<file path="src/design/spgt_pkg.sv">
`timescale 1ns / 1ps
// ----------------------------------------------------------------------------
// Shared page group table package
// Request and status codes, size defaults and the command and status groups
// that pass between the controller and the datapath.
// ----------------------------------------------------------------------------
package spgt_pkg;

	localparam int DEF_GROUPS          = 64;
	localparam int DEF_PAGES_PER_GROUP = 128;

	localparam int ADDR_W  = 56;
	localparam int ID_W    = 16;
	localparam int REQ_W   = 3;
	localparam int STS_W   = 3;
	localparam int COUNT_W = 7;

	// Highest process count a group may hold.
	localparam logic [COUNT_W-1:0] COUNT_LIMIT = 7'd64;

	// Group id that stands for no group at all.
	localparam logic [ID_W-1:0] NO_GROUP = 16'hFFFF;

	localparam logic [REQ_W-1:0] REQ_CREATE = 3'd0;
	localparam logic [REQ_W-1:0] REQ_ADD    = 3'd1;
	localparam logic [REQ_W-1:0] REQ_QUERY  = 3'd2;
	localparam logic [REQ_W-1:0] REQ_INC    = 3'd3;
	localparam logic [REQ_W-1:0] REQ_DEC    = 3'd4;
	localparam logic [REQ_W-1:0] REQ_READ   = 3'd5;

	localparam logic [STS_W-1:0] ST_OK       = 3'd0;
	localparam logic [STS_W-1:0] ST_NOGROUP  = 3'd1;
	localparam logic [STS_W-1:0] ST_NOTFOUND = 3'd2;
	localparam logic [STS_W-1:0] ST_FULL     = 3'd3;
	localparam logic [STS_W-1:0] ST_LIMIT    = 3'd4;

	// Commands from the controller to the datapath.
	typedef struct packed {
		logic load;    // capture the accepted request
		logic lookup;  // compare the id against every slot
		logic select;  // pick the first matching or free slot
		logic fetch;   // read the slot's count and fill
		logic scan;    // one step of the page list scan
		logic commit;  // update the table and load the result register
	} dp_cmd_t;

	// Status from the datapath to the controller.
	typedef struct packed {
		logic need_scan;
		logic scan_done;
		logic out_free;
	} dp_sts_t;

endpackage

</file>
<file path="src/design/spgt_ctrl.sv">
`timescale 1ns / 1ps
// ----------------------------------------------------------------------------
// Shared page group table controller
// Steps each request through lookup, slot selection, fetch, scan and commit.
// ----------------------------------------------------------------------------
module spgt_ctrl (
	input  logic              clk,
	input  logic              arst_n,
	input  logic              in_valid,
	output logic              in_ready,
	input  spgt_pkg::dp_sts_t sts,
	output spgt_pkg::dp_cmd_t cmd
);

	typedef enum logic [5:0] {
		S_IDLE   = 6'b000001,
		S_LOOKUP = 6'b000010,
		S_SELECT = 6'b000100,
		S_FETCH  = 6'b001000,
		S_SCAN   = 6'b010000,
		S_FINISH = 6'b100000
	} state_t;

	state_t state_q;
	state_t state_d;

	always_comb begin
		state_d  = state_q;
		cmd      = '0;
		in_ready = 1'b0;
		case (state_q)
			S_IDLE: begin
				in_ready = 1'b1;
				if (in_valid) begin
					cmd.load = 1'b1;
					state_d  = S_LOOKUP;
				end
			end
			S_LOOKUP: begin
				cmd.lookup = 1'b1;
				state_d    = S_SELECT;
			end
			S_SELECT: begin
				cmd.select = 1'b1;
				state_d    = S_FETCH;
			end
			S_FETCH: begin
				cmd.fetch = 1'b1;
				state_d   = sts.need_scan ? S_SCAN : S_FINISH;
			end
			S_SCAN: begin
				cmd.scan = 1'b1;
				if (sts.scan_done) begin
					state_d = S_FINISH;
				end
			end
			S_FINISH: begin
				// Wait here while the previous result has not been taken.
				if (sts.out_free) begin
					cmd.commit = 1'b1;
					state_d    = S_IDLE;
				end
			end
			default: begin
				state_d = S_IDLE;
			end
		endcase
	end

	always_ff @(posedge clk or negedge arst_n) begin
		if (!arst_n) begin
			state_q <= S_IDLE;
		end else begin
			state_q <= state_d;
		end
	end

endmodule

</file>
<file path="config.mk">
export PLATFORM = sky130hd
export DESIGN_NAME = spgt_ctrl
export DESIGN_NICKNAME = d
export VERILOG_FILES = /design/src/design/spgt_pkg.sv /design/src/design/spgt_ctrl.sv
export SDC_FILE = /design/constraint.sdc
export NUM_CORES = 1
export LEC_CHECK = 0
export BUFFER_PORTS_ARGS = -buffer_cell sky130_fd_sc_hd__buf_2
export CORE_AREA = 2 2 39 41
export DETAILED_ROUTE_END_ITERATION = 8
export DIE_AREA = 0 0 41 43
export PLACE_DENSITY = 0.58
export SYNTH_ARGS = -nofsm -noshare
export SYNTH_HDL_FRONTEND = slang
export SYNTH_SLANG_ARGS = --single-unit
</file>
<file path="constraint.sdc">
create_clock -name clk -period 2 [get_ports clk]
set_clock_uncertainty 0.15 [all_clocks]
set_input_delay 0.2 -clock clk [delete_from_list [all_inputs] [get_ports clk]]
set_output_delay 0.2 -clock clk [all_outputs]
set_load 0.03 [all_outputs]
</file>
==> impl_results.md, run 1 <==
* CTS max path bufs at 2
* CTS Buf Count at 3
* Initial Util at 29.20%
* Hold_ws at 50.36 ps
* CTS Root Cell: clkbuf_4
* Max FO, Critical Path at 4
* CTS tree: built
* 1st-iter DRT viols at 6
* Crit Path Category: reg -> out
* Max stage delay on crit path at 600 ps
* Slew headroom at 82.89%
* 1st-pass router iterations at 4
* Clk sink count at 6
* Cell Int Power at 0.0004593 W
* Hold crit path type: in -> reg
* Die area at 0.001763 mm2
* Slew Limit Fails at 0
* Share of the synthesized area in the top cell type at 30.96%
* CTS HTree Levels at 1
* Final Hold Viols at 0
* Netlist cell types at 22
* Final setup margin at -17.01 ps
* Initial antenna violation count at 0
* P_leak at 0.3089 nW
* Seq cells post-synth at 6
* Max Fclk at 495.8 MHz
* Max FFs per register at 6
* Post-synth EDFFs at 0
* Placement Cell Area at 541.8 um2
* Sequential fraction of the synthesis area at 37.46%
* First-pass GRT wire length at 1.538 mm
* Most used DFF post-synth: dfrtp_1
* Final ANT Viol Nets at 0
* RSZ-0062 raised after global routing: true
* Placement Setup Slack at 159.7 ps
* Failing checks: negative setup slack
* Ranking of synthesized cells by area: dfrtp_1, nor3b_1, nor4b_2
* Core Area at 0.001384 mm2
* Startpoint Class: register
* GRT overflow at 0
* Power per Cell Area at 1195 mW/mm2
* Share of layout cells above drive strength 1 at 63.49%
* Top flop regs: state_q x6
* Slew @ Worst Pin at 256.0 ps
* Inserted Diodes at 0
* Setup crit end kind: output pin
* Layout area overhead at 62.85%
* Switching power total at 0.0003273 W
* CTS clock-pin slew for the worst setup and hold paths at 60 ps
* Setup violators final at 4
* Worst EP arrival at 1670 ps
* Mapped Nets at 43
* WL final at 988 um
* Tmin final at 2017 ps
* Final Cell Area at 658.1 um2
* Warnings from Yosys at 0
* Height of the die at 43 um
* Final worst path period share at 100.9%
* Largest register by flop count: state_q
* GRT Util Overall at 13.14%
* Synth Area per Inst at 10.92 um2
* Clock power frac at 15.4%
* Sw frac at 41.61%
* MaxCap Viol Count at 0
* GP Congestion at 0.7703
* Async set-or-reset flop fraction in the synthesized netlist at 100.0%
* Pin count of the biggest net entering global routing at 10
* Syn Inst Count at 37
* Via density at 4.937
* Chip width at 41 um
* Status: finished, violations left
* VDD IR-drop max at 0.0005859 V
* CP Cell Sequence: or4_4, nor4b_2, buf_4
* Worst EP required at 1650 ps
* # port buffers at 12
* TNS Setup at -44.70 ps
* DPL Wire Length at 725.8 um
* I/O pin cnt at 13
* Average wire per standard cell at 12.51 um
* Number of cell rows at 14
* Post-layout nets at 70
* Vias at 390
* Combinational share of power at 60.2%
* Vias in the first global route at 374
* CP max stage cell: or4_4
* Skew-Pair Late Insertion Delay at 250 ps
* Synth area leader: dfrtp_1
* Sequential power share at 24.4%
* Cell area after synthesis at 404.1 um2
* Residual DRC at 0
* Total power at 0.0007866 W
worst max-delay path, delay by kind of cell (launching register included):
| kind | cells | cell delay (ps) |
|---|---|---|
| buf+inv | 1 | 200 |
| simple gates | 2 | 830 |
| flops | 1 | 390 |
power groups by stage:
stage               combinational [W]  clock, W  sequential (W)
global route                 0.000510  0.000135        0.000195
finish                       0.000474  0.000121        0.000192
CTS                          0.000452  0.000126        0.000192
floorplan                    0.000322         0        0.000195
detailed placement           0.000419         0        0.000193
global placement             0.000419         0        0.000193
repair_timing:
item / CTS / global route
hold endpoints to repair: 6 / 0
setup endpoints to repair: 4 / 7
hold buffers: 1 / 0
resized for setup: 6 / 7
setup buffers: 1 / 4
pin swaps: 6 / 3
worst paths after layout:
path	start	end	slack [ps]	depth (start not counted)
max reg2reg	state_q[4]$_DFFE_PN0P_	state_q[0]$_DFFE_PN1P_	230	6
min in group asynchronous	arst_n	state_q[3]$_DFFE_PN0P_	150	2
min reg2reg	state_q[5]$_DFFE_PN0P_	state_q[3]$_DFFE_PN0P_	440	2
min	in_valid	state_q[1]$_DFFE_PN0P_	50	2
max in group asynchronous	arst_n	state_q[0]$_DFFE_PN1P_	1320	2
max	state_q[2]$_DFFE_PN0P_	cmd[0]	-20	3
kinds of logic (layout without fill, tap and decap cells):
family / count (synthesis) / in the layout / share of synthesized area (%)
flops: 6 / 6 / 37.46
buf+inv: 5 / 31 / 6.810
xor+xnor: 1 / 1 / 2.168
simple gates: 19 / 19 / 41.79
compound gates: 6 / 6 / 11.76
Yosys cell counts, types with 2 or more instances:
cell type,number
dfrtp_1,5
nor3b_1,4
inv_1,3
a21o_1,2
and2_1,2
nor3b_2,2
nor4b_2,2
or4_1,2
or4_4,2
stage by stage:
stage | cells | util (%)
floorplan | 37 | -
global placement | 69 | 39.15
detailed placement | 69 | 39.15
CTS | 75 | 43.49
global route | 79 | 47.56
finish | 79 | 47.56
layer usage:
metal	global-route usage, %	share of wire (%)
met3	4.712	2.7
met1	18.42	45
met2	17.50	52
met5	0	0
met4	6.000	0
placed cells by master, fill, tap and decap left out, drive strengths merged, types with 2 or more instances in the layout:
master,count
buf,23
nor3b,6
dfrtp,5
or4,4
clkbuf,4
inv,3
nor4b,3
a21o,2
nor3,2
and2,2
final cells by class:
class                   count  area (um2)
flip-flops and latches      6       151.4
clock buffers               4       26.28
fillers                   131       725.7
well taps                  16       20.02
inverters                   3       11.26
repair buffers             24       182.7
multi-input cells          26       266.5
Power figures use the tool's default switching activity.
==> run 2: changes to the inputs <==
- SKIP_CTS_REPAIR_TIMING: not set -> 1
==> impl_results.md, run 2 (synthesis gave the netlist of run 1 again) <==
* Startpoint Class: register (unchanged)
* Inserted Diodes at 0 (unchanged)
* Worst EP required at 1650 ps (about the same)
* Total power at 0.0007694 W (was 0.0007866 W)
* RR Startpoint: state_q[5]$_DFFE_PN0P_ (was state_q[4]$_DFFE_PN0P_)
* Power per Cell Area at 1206 mW/mm2 (was 1195 mW/mm2)
* CTS Root Cell: clkbuf_4 (unchanged)
* Max FFs per register at 6 (unchanged)
* Crit Path Category: reg -> out (unchanged)
* Hold_ws at 53.03 ps (was 50.36 ps)
* Clock power frac at 15.8% (was 15.4%)
* Switching power total at 0.0003258 W (was 0.0003273 W)
* I/O pin cnt at 13 (unchanged)
* Post-layout nets at 66 (was 70)
* Slew headroom at 83.01% (was 82.89%)
* CTS clock-pin slew for the worst setup and hold paths at 60 ps (about the same)
* Sw frac at 42.34% (was 41.61%)
* Final setup margin at -30.37 ps (was -17.01 ps)
* Final ANT Viol Nets at 0 (unchanged)
* Most frequent cells in the layout: buf_2, buf_4, buf_6, dfrtp_1 (was buf_4, buf_2, dfrtp_1, buf_6)
* Vias at 373 (was 390)
* 1st-iter DRT viols at 11 (was 6)
* Final Hold Viols at 0 (unchanged)
* DPL Wire Length at 725.8 um (unchanged)
* Chip width at 41 um (unchanged)
* R2R setup slack at 270 ps (was 230 ps)
* FILL cells at 131 (unchanged)
* Die area at 0.001763 mm2 (unchanged)
* P_leak at 0.2880 nW (was 0.3089 nW)
* Clk sink count at 6 (unchanged)
* Hold endpoint: state_q[1]$_DFFE_PN0P_ (unchanged)
* TNS Setup at -34.08 ps (was -44.70 ps)
* Skew-Pair Late Insertion Delay at 250 ps (about the same)
* Height of the die at 43 um (unchanged)
* Hold_sp: in_valid (unchanged)
* Max stage delay on crit path at 560 ps (was 600 ps)
* RSZ-0062 raised after global routing: true (unchanged)
* Vias in the first global route at 369 (was 374)
* Initial antenna violation count at 0 (unchanged)
* CTS max path bufs at 2 (unchanged)
* Hold path cells at 2 (unchanged)
* Tmin final at 2030 ps (was 2017 ps)
* Share of layout cells above drive strength 1 at 61.02% (was 63.49%)
* Layout area overhead at 57.89% (was 62.85%)
* Initial Util at 29.20% (unchanged)
* RR Endpoint: state_q[5]$_DFFE_PN0P_ (was state_q[0]$_DFFE_PN1P_)
* CP Cell Sequence: or4_4, nor3_4, and2_4, buf_6 (was or4_4, nor4b_2, buf_4)
* GRT overflow at 0 (unchanged)
* Placement Setup Slack at 159.7 ps (unchanged)
* WL final at 900 um (was 988 um)
* Slew @ Worst Pin at 254.2 ps (was 256.0 ps)
* Final worst path period share at 101.5% (was 100.9%)
* Setup violators final at 2 (was 4)
* Average wire per standard cell at 12.00 um (was 12.51 um)
* First-pass GRT wire length at 1.490 mm (was 1.538 mm)
* Reg2Reg Depth at 5 (was 6)
* Hold crit path type: in -> reg (unchanged)
* CTS Buf Count at 3 (unchanged)
* Residual DRC at 0 (unchanged)
* Top flop regs: state_q x6 (unchanged)
* CP max stage cell: or4_4 (unchanged)
* Sequential power share at 24.9% (was 24.4%)
* MaxCap Viol Count at 0 (unchanged)
* CTS tree: built (unchanged)
* Pin count of the biggest net entering global routing at 10 (unchanged)
* Core Area at 0.001384 mm2 (unchanged)
* # port buffers at 12 (unchanged)
* GP Congestion at 0.7703 (unchanged)
* VDD IR-drop max at 0.0005661 V (was 0.0005859 V)
* Slew Limit Fails at 0 (unchanged)
* CTS HTree Levels at 1 (unchanged)
* Number of cell rows at 14 (unchanged)
* Via density at 4.973 (was 4.937)
* GRT Util Overall at 12.74% (was 13.14%)
* Largest register by flop count: state_q (unchanged)
* Max Fclk at 492.5 MHz (was 495.8 MHz)
* Cell Int Power at 0.0004437 W (was 0.0004593 W)
* Max FO, Critical Path at 3 (was 4)
* Setup crit end kind: output pin (unchanged)
* Status: finished, violations left (unchanged)
* 1st-pass router iterations at 4 (unchanged)
* Failing checks: negative setup slack (unchanged)
* Worst EP arrival at 1680 ps (was 1670 ps)
* Combinational share of power at 59.3% (was 60.2%)
run 2: changes by cell type in the layout (fill, tap and decap cells not counted), sizes merged:
| cell | before | now |
|---|---|---|
| buf | 23 | 19 |
run 2: worst max-delay path, delay by kind of cell (launching register included):
kind | cells | cell delay, ps
buf+inv | 1 | 120
flops | 1 | 380
simple gates | 3 | 940
run 2: power by group through the flow:
stage,clock network [W],registers [W],logic (W)
finish,0.000121,0.000192,0.000456
global route,0.000135,0.000195,0.000490
CTS,0.000126,0.000192,0.000421
detailed placement,0,0.000193,0.000419
global placement,0,0.000193,0.000419
floorplan,0,0.000195,0.000322
run 2: worst max path at each step:
| stage | start | endpoint | slack, ps | cells past startpoint |
|---|---|---|---|---|
| 2_1_floorplan | state_q[2]$_DFFE_PN0P_ | cmd[5] | -20 | 4 |
| 3_3_place_gp | state_q[5]$_DFFE_PN0P_ | cmd[5] | 190 | 4 |
| 3_5_place_dp | state_q[5]$_DFFE_PN0P_ | cmd[5] | 160 | 4 |
| 4_1_cts | state_q[5]$_DFFE_PN0P_ | cmd[5] | -100 | 4 |
| 5_1_grt | state_q[2]$_DFFE_PN0P_ | cmd[5] | -80 | 4 |
| 6_report | state_q[4]$_DFFE_PN0P_ | cmd[5] | -30 | 4 |
run 2: per-stage QoR:
step / instance area (um2) / util (%) / std cells
after floorplan: 432.9 / - / 37
after global placement: 541.8 / 39.15 / 69
after detailed placement: 541.8 / 39.15 / 69
after CTS: 568.0 / 41.05 / 73
after global routing: 638.1 / 46.11 / 75
final: 638.1 / 46.11 / 75
run 2: layer usage:
layer,vias to the layer above,track usage (%),wire length [um]
met5,-,0,0
met4,0,6.000,0
met3,0,4.712,18
met2,5,17.19,433
met1,181,17.43,447
li1,187,-,-
run 2: final cells by class:
cell class                 count  area [um2]  area share [%]
multi-input combinational     26       275.3           43.14
timing repair buffer          20       153.9           24.12
sequential                     6       151.4           23.73
clock buffer                   4       26.28           4.118
tap                           16       20.02           3.137
inverter                       3       11.26           1.765
==> run 3: changes to the inputs <==
- PLACE_DENSITY: 0.58 -> not set
==> impl_results.md, run 3 (synthesis gave the netlist of run 1 again) <==
* Status: finished, violations left (unchanged)
* Failing checks: negative setup slack (unchanged)
* CP Cell Sequence: or4_4, nor3_4, and2_4, buf_6 (unchanged)
* Sequential power share at 25.3% (was 24.9%)
* Max stage delay on crit path at 570 ps (was 560 ps)
* First-pass GRT wire length at 1.276 mm (was 1.490 mm)
* GR Util met1 at 13.91% (was 17.43%)
* CTS Buf Count at 3 (unchanged)
* CTS Root Cell: clkbuf_4 (unchanged)
* Buf/Inv on CP at 1 (unchanged)
* WP depth at 4 (unchanged)
* Core Area at 0.001384 mm2 (unchanged)
* Share of layout cells above drive strength 1 at 61.67% (was 61.02%)
* Chip width at 41 um (unchanged)
* # port buffers at 12 (unchanged)
* Average wire per standard cell at 11.71 um (was 12.00 um)
* Hold_ws at 35.29 ps (was 53.03 ps)
* CP max stage cell: or4_4 (unchanged)
* Largest register by flop count: state_q (unchanged)
* Power per Cell Area at 1223 mW/mm2 (was 1206 mW/mm2)
* DPL Wire Length at 694.4 um (was 725.8 um)
* CP top delay family: simple AND/OR/NAND/NOR gates (unchanged)
* Worst EP arrival at 1700 ps (was 1680 ps)
* 1st-pass router iterations at 4 (unchanged)
* Hold endpoint: state_q[4]$_DFFE_PN0P_ (was state_q[1]$_DFFE_PN0P_)
* Most common cell after layout, fill and taps aside: buf_4
* GP Congestion at 0.6776 (was 0.7703)
* Max FFs per register at 6 (unchanged)
* RR Startpoint: state_q[2]$_DFFE_PN0P_ (was state_q[5]$_DFFE_PN0P_)
* Vias in the first global route at 322 (was 369)
* I/O pin cnt at 13 (unchanged)
* Inserted Diodes at 0 (unchanged)
* Skew-Pair Late Insertion Delay at 240 ps (was 250 ps)
* Clk sink count at 6 (unchanged)
* Initial antenna violation count at 0 (unchanged)
* Switching power total at 0.0003252 W (was 0.0003258 W)
* CTS HTree Levels at 1 (unchanged)
* Hold_sp: sts[2] (was in_valid)
* Pin count of the biggest net entering global routing at 10 (unchanged)
* CTS clock-pin slew for the worst setup and hold paths at 40 ps (was 60 ps)
* Hold path cells at 2 (unchanged)
* Sw frac at 41.44% (was 42.34%)
* CTS max path bufs at 2 (unchanged)
* Initial Util at 29.20% (unchanged)
* Final core utilization at 46.38% (was 46.11%)
* Crit Path Category: reg -> out (unchanged)
* VDD IR-drop max at 0.0005638 V (was 0.0005661 V)
* GRT overflow at 0 (unchanged)
* Slew @ Worst Pin at 274.5 ps (was 254.2 ps)
* Final Hold Viols at 0 (unchanged)
* Vias at 353 (was 373)
* Final Instance Count excl. Fillers at 76 (was 75)
* Via density at 4.645 (was 4.973)
* R2R setup slack at 230 ps (was 270 ps)
* Number of cell rows at 14 (unchanged)
* M2 GR Usage at 15.94% (was 17.19%)
* Setup crit end kind: output pin (unchanged)
* Total power at 0.0007847 W (was 0.0007694 W)
* Die area at 0.001763 mm2 (unchanged)
* Clock power frac at 14.7% (was 15.8%)
* Residual DRC at 0 (unchanged)
* Max FO, Critical Path at 3 (unchanged)
* Cell Int Power at 0.0004596 W (was 0.0004437 W)
* Combinational share of power at 59.9% (was 59.3%)
* Slew headroom at 81.57% (was 83.01%)
* Max Fclk at 488.0 MHz (was 492.5 MHz)
* Placed cells at 68 (was 69)
* Slew Limit Fails at 0 (unchanged)
* CTS tree: built (unchanged)
* WL final at 890 um (was 900 um)
* RSZ-0062 raised after global routing: true (unchanged)
* Final ANT Viol Nets at 0 (unchanged)
* Post-layout nets at 67 (was 66)
* Hold crit path type: in -> reg (unchanged)
* 1st-iter DRT viols at 6 (was 11)
* Final worst path period share at 102.5% (was 101.5%)
* Startpoint Class: register (unchanged)
* Final setup margin at -49.22 ps (was -30.37 ps)
* Reg2Reg Depth at 4 (was 5)
* RR Endpoint: state_q[0]$_DFFE_PN1P_ (was state_q[5]$_DFFE_PN0P_)
* Tmin final at 2049 ps (was 2030 ps)
* MaxCap Viol Count at 0 (unchanged)
* Height of the die at 43 um (unchanged)
* GRT Util Overall at 10.94% (was 12.74%)
* Met3 Usage GRT at 1.571% (was 4.712%)
* Most frequent cells in the layout: buf_4, buf_2, dfrtp_1, buf_6 (was buf_2, buf_4, buf_6, dfrtp_1)
* Layout area overhead at 58.82% (was 57.89%)
* Top flop regs: state_q x6 (unchanged)
* Busiest grt layer: met2 (was met1)
* TNS Setup at -49.22 ps (was -34.08 ps)
* Setup violators final at 1 (was 2)
* P_leak at 0.2917 nW (was 0.2880 nW)
* Worst EP required at 1650 ps (about the same)
[run 3: through the flow]
step / setup WS [ps] / area, um2
2_1_floorplan: -15.38 / 432.9
3_3_place_gp: 161.3 / 534.3
3_5_place_dp: 174.0 / 534.3
4_1_cts: -93.95 / 560.5
5_1_grt: -117.9 / 641.9
6_report: -49.22 / 641.9
[run 3: layer usage]
| metal | wire (um) | part of all wire [%] |
|---|---|---|
| met2 | 458 | 51 |
| met5 | 0 | 0 |
| met3 | 22 | 2.5 |
| met4 | 0 | 0 |
| met1 | 408 | 46 |
[run 3: worst max path at each step]
| stage | startpoint | endpoint |
|---|---|---|
| finish | state_q[2]$_DFFE_PN0P_ | cmd[5] |
| CTS | state_q[1]$_DFFE_PN0P_ | cmd[2] |
| floorplan | state_q[2]$_DFFE_PN0P_ | cmd[5] |
| detailed placement | state_q[1]$_DFFE_PN0P_ | cmd[2] |
| global route | state_q[2]$_DFFE_PN0P_ | cmd[5] |
| global placement | state_q[1]$_DFFE_PN0P_ | cmd[2] |
[run 3: layout make-up]
class | count | area (um2)
Multi-Input combinational cell | 26 | 275.3
Fill cell | 127 | 742.0
Tap cell | 16 | 20.02
Timing Repair Buffer | 21 | 157.7
Clock buffer | 4 | 26.28
Inverter | 3 | 11.26
Sequential cell | 6 | 151.4
[run 3: power by group through the flow]
stage	clock network, W	registers, W	logic (W)
2_1_floorplan	0	0.000195	0.000322
3_3_place_gp	0	0.000202	0.000405
3_5_place_dp	0	0.000201	0.000409
4_1_cts	0.000123	0.000199	0.000410
5_1_grt	0.000131	0.000206	0.000502
6_report	0.000116	0.000199	0.000470
